--- config.mk ---
export PLATFORM = sky130hd
export DESIGN_NAME = motion_region_tracker_top
export DESIGN_NICKNAME = d
export VERILOG_FILES = /design/src/rtl/core/mrt_pkg.sv /design/src/rtl/core/motion_region_tracker_top.sv /design/src/rtl/core/mrt_mul.sv
export SDC_FILE = /design/constraint.sdc
export NUM_CORES = 2
export LEC_CHECK = 0
export BUFFER_PORTS_ARGS = -buffer_cell sky130_fd_sc_hd__buf_4
export CAP_MARGIN = 10
export CORE_MARGIN = 2
export CORE_UTILIZATION = 51
export DETAILED_ROUTE_END_ITERATION = 10
export HOLD_SLACK_MARGIN = 0.1
export PLACE_DENSITY = 0.7
export SLEW_MARGIN = 20
export SYNTH_ARGS = -nofsm -noshare
export SYNTH_HDL_FRONTEND = slang
export SYNTH_SLANG_ARGS = --single-unit
--- constraint.sdc ---
create_clock -name clk -period 11 [get_ports clk]
set_clock_uncertainty 0.2 [all_clocks]
set_input_delay 1.65 -clock clk [delete_from_list [all_inputs] [get_ports clk]]
set_output_delay 1.65 -clock clk [all_outputs]
set_load 0.1 [all_outputs]
--- src/rtl/core/mrt_pkg.sv ---
// ----------------------------------------------------------------------------
// mrt_pkg
// shared constants, types and helpers of the motion region tracker
// ----------------------------------------------------------------------------
package mrt_pkg;

	localparam int TABLE_DEPTH = 16;
	localparam int COORD_BITS  = 12;
	localparam int IDX_W       = $clog2(TABLE_DEPTH);
	localparam int CNT_W       = $clog2(TABLE_DEPTH + 1);
	localparam int FRAME_W     = 31;
	localparam int ID_W        = 32;
	localparam int AGE_W       = 16;
	localparam int PROD_W      = 2 * COORD_BITS;
	localparam int IN_BITS     = FRAME_W + 4 * COORD_BITS;
	localparam int IN_DW       = ((IN_BITS + 7) / 8) * 8;
	localparam int OUT_DW      = 48;
	localparam logic [AGE_W-1:0] STALE_AGE_RST = AGE_W'(30);

	typedef enum logic [1:0] {
		FN_DETECT = 2'd0,
		FN_DUP    = 2'd1,
		FN_STALE  = 2'd2,
		FN_NONE   = 2'd3
	} func_t;

	typedef enum logic [1:0] {
		ST_UPDATED  = 2'd0,
		ST_INSERTED = 2'd1,
		ST_DROPPED  = 2'd2,
		ST_PURGED   = 2'd3
	} status_t;

	typedef enum logic [3:0] {
		S_IDLE, S_OV, S_M1, S_M2, S_M3, S_DEC, S_FIN, S_DI, S_DT, S_DW, S_CP, S_DONE
	} state_t;

	typedef struct packed {
		logic [COORD_BITS-1:0] x;
		logic [COORD_BITS-1:0] y;
		logic [COORD_BITS-1:0] w;
		logic [COORD_BITS-1:0] h;
	} box_t;

	function automatic logic [COORD_BITS-1:0] absdiff(input logic [COORD_BITS-1:0] a,
		input logic [COORD_BITS-1:0] b);
		return (a > b) ? a - b : b - a;
	endfunction

	function automatic logic overlap(input box_t a, input box_t b);
		logic [COORD_BITS:0] dx2, dy2, sw, sh;
		dx2 = {absdiff(a.x, b.x), 1'b0};
		dy2 = {absdiff(a.y, b.y), 1'b0};
		sw  = {1'b0, a.w} + {1'b0, b.w};
		sh  = {1'b0, a.h} + {1'b0, b.h};
		return (dx2 < sw) && (dy2 < sh);
	endfunction

endpackage

--- src/rtl/core/motion_region_tracker_top.sv ---
// ----------------------------------------------------------------------------
// motion_region_tracker_top
// table of tracked motion boxes: detection matching, duplicate and stale purge
// ----------------------------------------------------------------------------
// channel   dir  handshake               payload
// s_axis    in   s_axis_tvalid/tready    tuser {first_of_frame, func}, tdata box
// m_axis    out  m_axis_tvalid/tready    tuser status, tdata id/counts
// cfg       in   cfg_valid/cfg_ready     cfg_data stale_age
//
// a detection scans every entry and runs the ratio test on each overlapping one,
// but skips the scan while the frame began empty; func 3 changes no table state
// duplicate purge compares each kept head with the later entries, then compacts
// all ratio products go through the single shared multiplier, one per cycle
// s_axis_tready is low while a request is in work, high again in the same cycle
// as the result is raised; a stalled output holds the next finish
// reset clears the entry count, id counter and frame flag; stale_age returns to 30
module motion_region_tracker_top
	import mrt_pkg::*;
(
	input  logic              clk,
	input  logic              arst_n,
	input  logic              s_axis_tvalid,
	output logic              s_axis_tready,
	input  logic [2:0]        s_axis_tuser,   // func[1:0], first_of_frame
	input  logic [IN_DW-1:0]  s_axis_tdata,   // frame_number, box_x, box_y, box_w, box_h, pad
	output logic              m_axis_tvalid,
	input  logic              m_axis_tready,
	output logic [1:0]        m_axis_tuser,   // status
	output logic [OUT_DW-1:0] m_axis_tdata,   // region_id, entries_left, removed_count, pad
	input  logic              cfg_valid,
	output logic              cfg_ready,
	input  logic [AGE_W-1:0]  cfg_data
);

	state_t state_q, state_d;

	logic [ID_W-1:0]    ids_q    [TABLE_DEPTH];
	logic [FRAME_W-1:0] frames_q [TABLE_DEPTH];
	box_t               boxes_q  [TABLE_DEPTH];
	logic [1:0]         flags_q  [TABLE_DEPTH];
	logic [TABLE_DEPTH-1:0] keep_q;

	logic [CNT_W-1:0]   cnt_q, i_q, t_q, n_q;
	logic [ID_W-1:0]    next_id_q, rid_q, h_id_q;
	logic               began_q, hit_q;
	logic [1:0]         pend_q;
	logic [AGE_W-1:0]   stale_q;
	func_t              func_q;
	logic [FRAME_W-1:0] fr_q, h_fr_q;
	box_t               box_q, h_box_q;
	status_t            status_q;
	logic [CNT_W-1:0]   removed_q;
	logic [PROD_W:0]    acc_q;
	logic               ovalid_q;
	logic [1:0]         ouser_q;
	logic [OUT_DW-1:0]  odata_q;

	logic [IDX_W-1:0]      rd_idx;
	box_t                  e_box, in_box;
	logic [ID_W-1:0]       e_id;
	logic [FRAME_W-1:0]    e_fr, later_det, later_dup;
	logic                  i_end, t_end, ov_det, ov_dup, stale, keep_now;
	logic [COORD_BITS-1:0] mul_a, mul_b;
	logic [PROD_W-1:0]     mul_p;
	logic [PROD_W+4:0]     num10, den14, den8;
	logic                  is_sub, is_sup, accept, first_in, began_new, out_free;

	mrt_mul u_mul (.clk(clk), .a(mul_a), .b(mul_b), .p_q(mul_p));

	assign accept   = s_axis_tvalid && s_axis_tready;
	assign first_in = s_axis_tuser[2];
	assign in_box   = '{x: s_axis_tdata[FRAME_W +: COORD_BITS],
		y: s_axis_tdata[FRAME_W + COORD_BITS +: COORD_BITS],
		w: s_axis_tdata[FRAME_W + 2*COORD_BITS +: COORD_BITS],
		h: s_axis_tdata[FRAME_W + 3*COORD_BITS +: COORD_BITS]};
	assign began_new = first_in ? (cnt_q == '0) : began_q;
	assign out_free  = !ovalid_q || m_axis_tready;

	assign rd_idx = (state_q == S_DT) ? t_q[IDX_W-1:0] : i_q[IDX_W-1:0];
	assign e_box  = boxes_q[rd_idx];
	assign e_id   = ids_q[rd_idx];
	assign e_fr   = frames_q[rd_idx];
	assign i_end  = i_q >= cnt_q;
	assign t_end  = t_q >= cnt_q;
	assign ov_det = overlap(box_q, e_box);
	assign ov_dup = overlap(h_box_q, e_box);
	assign later_det = (e_fr > fr_q) ? e_fr : fr_q;
	assign later_dup = (e_fr > h_fr_q) ? e_fr : h_fr_q;
	// unsigned age: a stored frame newer than the current one never ages
	assign stale    = (fr_q > e_fr) && ((fr_q - e_fr) > FRAME_W'(stale_q));
	assign keep_now = (func_q == FN_STALE) ? !stale : keep_q[i_q[IDX_W-1:0]];

	// ratio test: num*10 < den*7 with den = 2*ew*eh, num > 4*den
	assign num10  = ((PROD_W+5)'(acc_q) << 3) + ((PROD_W+5)'(acc_q) << 1);
	assign den14  = ((PROD_W+5)'(mul_p) << 3) + ((PROD_W+5)'(mul_p) << 2)
		+ ((PROD_W+5)'(mul_p) << 1);
	assign den8   = (PROD_W+5)'(mul_p) << 3;
	assign is_sub = num10 < den14;
	assign is_sup = (PROD_W+5)'(acc_q) > den8;

	always_comb begin
		mul_a = e_box.w;
		mul_b = e_box.h;
		case (state_q)
			S_M1: begin
				mul_a = box_q.w;
				mul_b = e_box.h;
			end
			S_M2: begin
				mul_a = box_q.h;
				mul_b = e_box.w;
			end
			default: begin
				mul_a = e_box.w;
				mul_b = e_box.h;
			end
		endcase
	end

	always_comb begin
		state_d = state_q;
		case (state_q)
			S_IDLE: begin
				if (accept) begin
					case (func_t'(s_axis_tuser[1:0]))
						FN_DETECT: state_d = began_new ? S_FIN : S_OV;
						FN_DUP:    state_d = S_DI;
						FN_STALE:  state_d = S_CP;
						default:   state_d = S_DONE;
					endcase
				end
			end
			S_OV:  if (i_end) state_d = S_FIN; else if (ov_det) state_d = S_M1;
			S_M1:  state_d = S_M2;
			S_M2:  state_d = S_M3;
			S_M3:  state_d = S_DEC;
			S_DEC: state_d = S_OV;
			S_FIN: state_d = S_DONE;
			S_DI: begin
				if (i_end) state_d = S_CP;
				else if (keep_q[i_q[IDX_W-1:0]]) state_d = S_DT;
			end
			S_DT: begin
				if (t_end) state_d = S_DW;
				else if (keep_q[t_q[IDX_W-1:0]] && ov_dup && !(h_id_q < e_id)) state_d = S_DW;
			end
			S_DW:  state_d = S_DI;
			S_CP:  if (i_end) state_d = S_DONE;
			S_DONE: if (out_free) state_d = S_IDLE;
			default: state_d = S_IDLE;
		endcase
	end

	always_ff @(posedge clk or negedge arst_n) begin
		if (!arst_n) begin
			state_q <= S_IDLE;
		end else begin
			state_q <= state_d;
		end
	end

	// control state
	always_ff @(posedge clk or negedge arst_n) begin
		if (!arst_n) begin
			cnt_q     <= '0;
			next_id_q <= '0;
			began_q   <= 1'b0;
			stale_q   <= STALE_AGE_RST;
			ovalid_q  <= 1'b0;
		end else begin
			if (cfg_valid && cfg_ready) stale_q <= cfg_data;
			if (state_q == S_IDLE && accept && func_t'(s_axis_tuser[1:0]) == FN_DETECT)
				began_q <= began_new;
			if (state_q == S_FIN && !(hit_q && pend_q == 2'b00)
				&& cnt_q < CNT_W'(TABLE_DEPTH)) begin
				cnt_q     <= cnt_q + 1'b1;
				next_id_q <= next_id_q + 1'b1;
			end
			if (state_q == S_CP && i_end) cnt_q <= n_q;
			if (m_axis_tvalid && m_axis_tready) ovalid_q <= 1'b0;
			if (state_q == S_DONE && out_free) ovalid_q <= 1'b1;
		end
	end

	// datapath and table
	always_ff @(posedge clk) begin
		case (state_q)
			S_IDLE: begin
				func_q    <= func_t'(s_axis_tuser[1:0]);
				fr_q      <= s_axis_tdata[FRAME_W-1:0];
				box_q     <= in_box;
				i_q       <= '0;
				n_q       <= '0;
				hit_q     <= 1'b0;
				pend_q    <= 2'b00;
				keep_q    <= '1;
				status_q  <= ST_PURGED;
				rid_q     <= '0;
				removed_q <= '0;
			end
			S_OV: if (!i_end && !ov_det) i_q <= i_q + 1'b1;
			S_M2: acc_q <= (PROD_W+1)'(mul_p);
			S_M3: acc_q <= acc_q + (PROD_W+1)'(mul_p);
			S_DEC: begin
				hit_q <= 1'b1;
				if (is_sub) pend_q[0] <= 1'b1;
				else if (is_sup) pend_q[1] <= 1'b1;
				else begin
					boxes_q[rd_idx]  <= box_q;
					flags_q[rd_idx]  <= 2'b00;
					frames_q[rd_idx] <= later_det;
				end
				i_q <= i_q + 1'b1;
			end
			S_FIN: begin
				if (hit_q && pend_q == 2'b00) begin
					status_q <= ST_UPDATED;
				end else if (cnt_q >= CNT_W'(TABLE_DEPTH)) begin
					status_q <= ST_DROPPED;
				end else begin
					status_q <= ST_INSERTED;
					rid_q    <= next_id_q + 1'b1;
					ids_q[cnt_q[IDX_W-1:0]]    <= next_id_q + 1'b1;
					frames_q[cnt_q[IDX_W-1:0]] <= fr_q;
					boxes_q[cnt_q[IDX_W-1:0]]  <= box_q;
					flags_q[cnt_q[IDX_W-1:0]]  <= pend_q;
				end
			end
			S_DI: begin
				if (i_end) begin
					i_q <= '0;
					n_q <= '0;
				end else if (!keep_q[i_q[IDX_W-1:0]]) begin
					i_q <= i_q + 1'b1;
				end else begin
					h_box_q <= e_box;
					h_id_q  <= e_id;
					h_fr_q  <= e_fr;
					t_q     <= i_q + 1'b1;
				end
			end
			S_DT: begin
				if (!t_end) begin
					if (keep_q[t_q[IDX_W-1:0]] && ov_dup) begin
						frames_q[rd_idx] <= later_dup;
						h_fr_q           <= later_dup;
						if (h_id_q < e_id) begin
							keep_q[t_q[IDX_W-1:0]] <= 1'b0;
							t_q <= t_q + 1'b1;
						end else begin
							keep_q[i_q[IDX_W-1:0]] <= 1'b0;
						end
					end else begin
						t_q <= t_q + 1'b1;
					end
				end
			end
			S_DW: begin
				frames_q[i_q[IDX_W-1:0]] <= h_fr_q;
				i_q <= i_q + 1'b1;
			end
			S_CP: begin
				if (i_end) begin
					removed_q <= cnt_q - n_q;
				end else begin
					if (keep_now) begin
						ids_q[n_q[IDX_W-1:0]]    <= e_id;
						frames_q[n_q[IDX_W-1:0]] <= e_fr;
						boxes_q[n_q[IDX_W-1:0]]  <= e_box;
						flags_q[n_q[IDX_W-1:0]]  <= flags_q[rd_idx];
						n_q <= n_q + 1'b1;
					end
					i_q <= i_q + 1'b1;
				end
			end
			S_DONE: begin
				if (out_free) begin
					ouser_q <= status_q;
					odata_q <= {6'b0, 5'(removed_q), 5'(cnt_q), rid_q};
				end
			end
			default: begin
			end
		endcase
	end

	assign s_axis_tready = (state_q == S_IDLE);
	assign cfg_ready     = 1'b1;
	assign m_axis_tvalid = ovalid_q;
	assign m_axis_tuser  = ouser_q;
	assign m_axis_tdata  = odata_q;

	a_cnt_bound: assert property (@(posedge clk) disable iff (!arst_n)
		cnt_q <= CNT_W'(TABLE_DEPTH))
		else $error("entry count beyond table depth");

	a_out_from_done: assert property (@(posedge clk) disable iff (!arst_n)
		$rose(ovalid_q) |-> $past(state_q) == S_DONE)
		else $error("result raised outside of finish");

	a_one_request: assert property (@(posedge clk) disable iff (!arst_n)
		accept |=> state_q != S_IDLE)
		else $error("request accepted but sequencer stayed idle");

	a_cp_count: assert property (@(posedge clk) disable iff (!arst_n)
		(state_q == S_CP) |-> (n_q <= i_q))
		else $error("compaction write index ahead of read index");

endmodule

--- src/rtl/core/mrt_mul.sv ---
// ----------------------------------------------------------------------------
// mrt_mul
// shared coordinate multiplier with registered product
// ----------------------------------------------------------------------------
module mrt_mul
	import mrt_pkg::*;
(
	input  logic                  clk,
	input  logic [COORD_BITS-1:0] a,
	input  logic [COORD_BITS-1:0] b,
	output logic [PROD_W-1:0]     p_q
);

	always_ff @(posedge clk) begin
		p_q <= PROD_W'(a) * PROD_W'(b);
	end

endmodule
# [After elaboration in Yosys (flattened, before gate mapping)]
# Memories as Yosys holds them, arrays and structs flattened.
# Index checks and enable logic that the tools add are counted.
[totals] memories=3 word_cells=290 out_inout_bits=53 ramBits=1776 reg_bits=417 inputBits=104
[op_classes] n_bitwise=6 reduce_logical=57 order_cmp=23 add_sub_neg=23 n_mul=1 muxes=110 n_eq_ne=35
[memory_table] name="boxes_q" depth=16 word_bits=48 rd=1 rd_ports_with_merged_regs=0 write_ports=1 line="motion_region_tracker_top.sv:39" text="box_t boxes_q [TABLE_DEPTH];"
[memory_table] name="ids_q" depth=16 word_bits=32 rd=1 rd_ports_with_merged_regs=0 write_ports=1 line="motion_region_tracker_top.sv:37" text="logic [ID_W-1:0] ids_q [TABLE_DEPTH];"
[memory_table] name="frames_q" depth=16 word_bits=31 rd=1 rd_ports_with_merged_regs=0 write_ports=1 line="motion_region_tracker_top.sv:38" text="logic [FRAME_W-1:0] frames_q [TABLE_DEPTH];"
[op_table] operator="2-to-1 mux 31 bit" count=10
[op_table] operator="2-to-1 mux 32 bit" count=3
[op_table] operator="2-to-1 mux 48 bit" count=2
[op_table] operator="OR reduction 48 bit" count=2
[op_table] operator="subtractor 12 bit" count=8
[op_table] operator="greater-than comparator 31 bit" count=3
[op_table] operator="OR reduction 31 bit" count=3
[op_table] operator="2-to-1 mux 5 bit" count=15
[op_table] operator="2-to-1 mux 4 bit" count=16
[op_table] operator="case mux 32 bit (2 select lines)" count=1
[op_table] operator="case mux 31 bit (2 select lines)" count=1
[op_table] operator="2-to-1 mux 12 bit" count=5
[op_table] operator="adder 12 x 12 -> 13 bit" count=4
[op_table] operator="< comparator 13 bit" count=4
[op_table] operator="case mux 25 bit (2 select lines)" count=1
[op_table] operator="greater-than comparator 12 bit" count=4
[op_table] operator="2-to-1 mux 16 bit" count=3
[op_table] operator="case mux 4 bit (12 select lines)" count=1
[op_table] operator="2-to-1 mux 1 bit" count=35
[op_table] operator="adder 32 x 1 -> 32 bit, second input constant" count=1
[op_table] operator="AND 16 bit" count=2
[op_table] operator="< comparator 32 bit" count=1
[op_table] operator="NOT 16 bit" count=2
[op_table] operator="case mux 16 bit (2 select lines)" count=1
[op_table] operator="55 further kinds" count=127

# [Longest topological paths before layout]
# An unclocked memory read counts as a cell.
[logic_depth] word_depth=16 depth_mapped=46 mapped_depth_nobuf=37

# [Modules after synthesis]
# From an unflattened synthesis, not the netlist that was laid out.
[hier_totals] cells_unflattened=9458 hier_area_um2=108265.1
[by_module_without_submodules] module="motion_region_tracker_top" seq_area_each_um2=64842.2 area_per_inst_um2=102951.2 n_inst=1 cells_each=8839
[by_module_without_submodules] module="mrt_mul" seq_area_each_um2=480.5 area_per_inst_um2=5313.8 n_inst=1 cells_each=619

# [Worst setup path before layout]
# No wires, ideal clock.
[synth_path] kind="reg2reg" from="register state_q[2]" to="memory boxes_q[10][0] (netlist bit) (enable)" t_required_ns=10.325 setup_slack_ns=-0.858 n_path_buf=9 setup_time_ns=0.475 arrival_ns=11.183 path_stages_with_launch=41 synth_period_minus_slack_ns=11.858 cell_sequence="dfrtp_1 > buf_6 > nor4b_4 > mux2i_1 > buf_1 > clkbuf_1 > clkbuf_1 > clkbuf_1 > clkbuf_1 > clkbuf_1 > nand2_1 > a311oi_1 > a211oi_1 > a21oi_1 > inv_1 > ha_1 > a21o_1 > a21oi_1 > (+5 left out) > ha_1 > nand4_1 > nor2_1 > a221o_1 > a221oi_1 > a41oi_1 > nor4_1 > nand3_1 > o2111ai_1 > o311ai_1 > nor4bb_1 > and4_1 > nand4_1 > and2_1 > clkbuf_2 > or3_4 > buf_6 > a22oi_1"
[synth_between] elab_chain_len=14 elab_cells_between_ends=26 classes_between="add/sub (1); order compare (2); eq/ne (4); mux (14); reduce/logical (4); memory (1)"
[synth_lines] element="start: declaration" line="motion_region_tracker_top.sv:35" text="state_t state_q, state_d;"
[synth_lines] element="start signal: assignment" line="motion_region_tracker_top.sv:158" text="state_q <= state_d;"
[synth_lines] element="equality test 4 bit" line="motion_region_tracker_top.sv:79" text="assign rd_idx = (state_q == S_DT) ? t_q[IDX_W-1:0] : i_q[IDX_W-1:0];"
[synth_lines] element="2-to-1 mux 4 bit" line="motion_region_tracker_top.sv:79"
[synth_lines] element="memory read (16 x 31 bit)"
[synth_lines] element="subtractor 31 bit" line="motion_region_tracker_top.sv:90" text="assign stale = (fr_q > e_fr) && ((fr_q - e_fr) > FRAME_W'(stale_q));"
[synth_lines] element="greater-than comparator 31 x 16 -> 1 bit" line="motion_region_tracker_top.sv:90"
[synth_lines] element="logical AND 1 bit" line="motion_region_tracker_top.sv:90"
[synth_lines] element="logical NOT 1 bit" line="motion_region_tracker_top.sv:91" text="assign keep_now = (func_q == FN_STALE) ? !stale : keep_q[i_q[IDX_W-1:0]];"
[synth_lines] element="2-to-1 mux 1 bit" line="motion_region_tracker_top.sv:91"
[synth_lines] element="2-to-1 mux 1 bit" line="motion_region_tracker_top.sv:266" text="if (keep_now) begin"
[synth_lines] element="2-to-1 mux 1 bit"
[synth_lines] element="2-to-1 mux 1 bit" line="motion_region_tracker_top.sv:187" text="case (state_q)"
[synth_lines] element="2-to-1 mux 1 bit"
[synth_lines] element="OR reduction 48 bit (no line)"
[synth_lines] element="2-to-1 mux 4 bit (no line) or 2-to-1 mux 1 bit (tied branches)"
[synth_lines] element="end: declaration" line="motion_region_tracker_top.sv:39"
# Several ways; a longest one is shown, not always the timed one.

==> results.py <==
metrics = {
    "setup_path": {
        "slowest_delay_ns": 0.54,
        "reg2regPathDepth": 40,
        "worstSetupEndpointType": "flop",
        "crit_path_start_kind": "flop",
        "crit_type": "reg2reg",
        "arrival_ns": 11.02,
        "cp_slowest_cell": "dfrtp_1",
        "cp_max_fo": 59,
        "cp.required_ns": 11.50,
    },
    "floorplan": {
        "start_util_pct": 51.2,
        "die_area_um2": 216000,
        "ioPinCount": 157,
        "rows": 169,
        "die_height_um": 465,
        "core-area_um2": 211000,
        "die_w_um": 465,
    },
    "worst_hold_path": {
        "min_path_type": "reg2reg",
        "hold-path-cell-count": 0,
    },
    "synthesis": {
        "syn_area_per_cell_um2": 11.6,
        "yosysSeqAreaShare_pct": 60.4,
        "synth_async_sr_flop_share_pct": 2.69,
        "synthFlopType": "edfxtp_1",
        "synthCells": 9341,
        "synth_top_family_by_area": "simple AND/OR/NAND/NOR gates",
        "synth_mux_area_share_pct": 1.09,
        "synth-simple-area-share_pct": 14.3,
        "synth_edf_count": 2110,
        "yosys.area_share.xor_xnor_pct": 2.02,
        "yosysUniqueCellTypes": 93,
        "synth_seq_cells": 2193,
        "netlist_area_um2": 108000,
        "synth_fa_ha_area_share_pct": 8.52,
        "yosysWarningCount": 0,
        "synth-compound-area-share_pct": 10.3,
    },
    "place": {
        "hpwl_mm": 180,
        "gp_congestion": 0.921,
        "io_buffers": 148,
        "pre_cts_ws_ns": -0.0647,
    },
    "routing": {
        "avgRoutedWirePerCell_um": 22.9,
        "drt_pass1_iterations": 6,
        "dr_total_vias": 74836,
        "ant_nets": 0,
        "drc": 0,
        "vias_per_cell": 5.95,
        "wl_mm": 288,
        "drtIter0Drc": 7747,
    },
    "clocking": {
        "cts_tree": "yes",
        "cts_max_level": 4,
        "cts_made_buffers": 217,
        "clock_path_buffers": 3,
        "clk_latency_ns": 0.88,
        "clock-root-buffer": "clkbuf_16",
        "clkSinkCount": 2193,
        "hold_buffers": 0,
        "clk_pin_slew_ns": 0.06,
    },
    "global_routing": {
        "track_usage_pct": 26.1,
        "grt_antenna_before_repair": 12,
        "grt_max_degree": 166,
        "grt_pass1_vias": 72507,
        "grt_pass1_wl_mm": 434,
        "gr-total-overflow": 0,
    },
    "layout": {
        "nets": 10312,
        "syn_to_final_growth_pct": 12.7,
        "layout_commonest_cell": "nand2_1",
        "final_cell_mix": "2205 x nand2_1, 2110 x edfxtp_1, 513 x ha_1, 472 x inv_1, 419 x buf_4",
        "post_route_cells_drive_above_1_share_pct": 9.93,
    },
    "timing": {
        "fin_crit_sh_pct": 95.6,
        "fin_crit_ns": 10.51,
        "max_slew_margin_pct": 27.8,
        "rsz0062_at_grt": "no",
        "hold_viol": 0,
        "drv_slew": 0,
        "setup_slack_ns": 0.486,
        "worst_pin_slew_ns": 1.08,
        "setup_viol": 0,
        "max_freq_ghz": 0.0951,
    },
    "job": {
        "drv_cap": 0,
    },
    "outcome": {
        "status": "finished, final reports clean",
    },
}
==> through the flow <==
stage	cell area [um2]	cells	setup TNS [ns]	hold WS, ns	util [%]
2_1_floorplan	108000	9346	-405.39	0.200	-
3_3_place_gp	115000	12148	0	0.202	54.3
3_5_place_dp	115000	12148	-4.65	0.205	54.3
4_1_cts	122000	12551	0	0.209	57.6
5_1_grt	122000	12563	0	0.224	57.7
6_report	122000	12568	0	0.218	57.7
==> kinds of logic (layout without fill, tap and decap cells) <==
kind of cell | Yosys count | in the layout
buffers and inverters | 977 | 1368
DFF | 2193 | 2193
adders and majority gates | 653 | 653
and+or+nand+nor | 3497 | 3497
muxes | 102 | 102
xor gates and xnor gates | 249 | 249
AOI/OAI and AO/OA | 1668 | 1668
other | 2 | 17
==> sequential cells by signal (all words and copies together), names as in the netlist, 16 cells and up <==
register	cells
h_id_q	32
stale_q	16
next_id_q	32
m_axis_tdata	42
rid_q	32
boxes_q	768
ids_q	512
u_mul.p_q	24
h_fr_q	31
keep_q	16
box_q	48
fr_q	31
acc_q	25
frames_q	496
h_box_q	48
==> critical path: cells and delay by family, from the launching register on <==
family | cells | cell delay [ns]
compound gates | 21 | 4.73
buf+inv | 7 | 1.78
simple gates | 6 | 1.38
fa+ha+maj | 3 | 0.76
mux | 2 | 0.63
flops | 1 | 0.54
xor+xnor | 1 | 0.16
==> layout make-up <==
type / instances / area, um2
flip-flops and latches: 2193 / 65300
clock inverters: 126 / 1280
multi-input cells: 6176 / 39600
fillers: 16815 / 89500
diodes: 10 / 25.0
repair buffers: 493 / 4600
inverters: 474 / 1790
clock buffers: 275 / 5740
well taps: 2821 / 3530
==> path summary, 6_finish.rpt <==
check	from	endpoint	slack [ns]
hold / removal	rid_q[26]	m_axis_tdata[26]	0.22
max in group asynchronous	arst_n	stale_q[13]	9.42
setup reg to reg	state_q[1]	frames_q[1][2]	0.49
hold reg to reg	rid_q[26]	m_axis_tdata[26]	0.22
setup / recovery	state_q[1]	frames_q[1][2]	0.49
min in group asynchronous	arst_n	next_id_q[15]	0.65
==> cells in the mapped netlist (all sizes together), types with 33 or more instances <==
cell / instances / share of area [%]
clkbuf: 406 / 1.4
ha: 513 / 5.9
o21ai: 285 / 1.3
buf: 97 / 0.42
fa: 140 / 2.6
nor2: 251 / 0.87
o22ai: 36 / 0.21
nand2b: 63 / 0.36
edfxtp: 2110 / 59
a311oi: 223 / 1.8
a31oi: 239 / 1.4
a21oi: 357 / 1.7
nand3: 310 / 1.4
o21bai: 42 / 0.29
and3: 363 / 2.1
nor3: 53 / 0.25
a211oi: 130 / 0.90
mux2i: 70 / 0.65
nor2b: 70 / 0.40
a2bb2oi: 33 / 0.27
a21o: 97 / 0.67
o21a: 39 / 0.27
nand2: 2206 / 7.7
dfrtp: 55 / 1.3
nand4: 49 / 0.28
inv: 474 / 1.6
xor2: 73 / 0.59
xnor2: 176 / 1.4
a22oi: 36 / 0.25
==> routing by layer <==
metal / GRT usage [%] / vias up / part of all wire, %
li1: - / 34325 / -
met2: 41.8 / 3191 / 47
met3: 4.11 / 467 / 8.8
met5: 0 / - / 0.0094
met4: 7.34 / 4 / 2.6
met1: 37.2 / 36849 / 42
==> timing repair <==
item / CTS / global route
pin swaps: 0 / 1
resized for setup: 1 / 11
setup endpoints to repair: 154 / 2324
buffers inserted: 2 / 4
cloned: 0 / 1
Power is left out: the tool's default activity adds up to more than one toggle a clock period on the data nets, which glitch-free logic cannot reach.
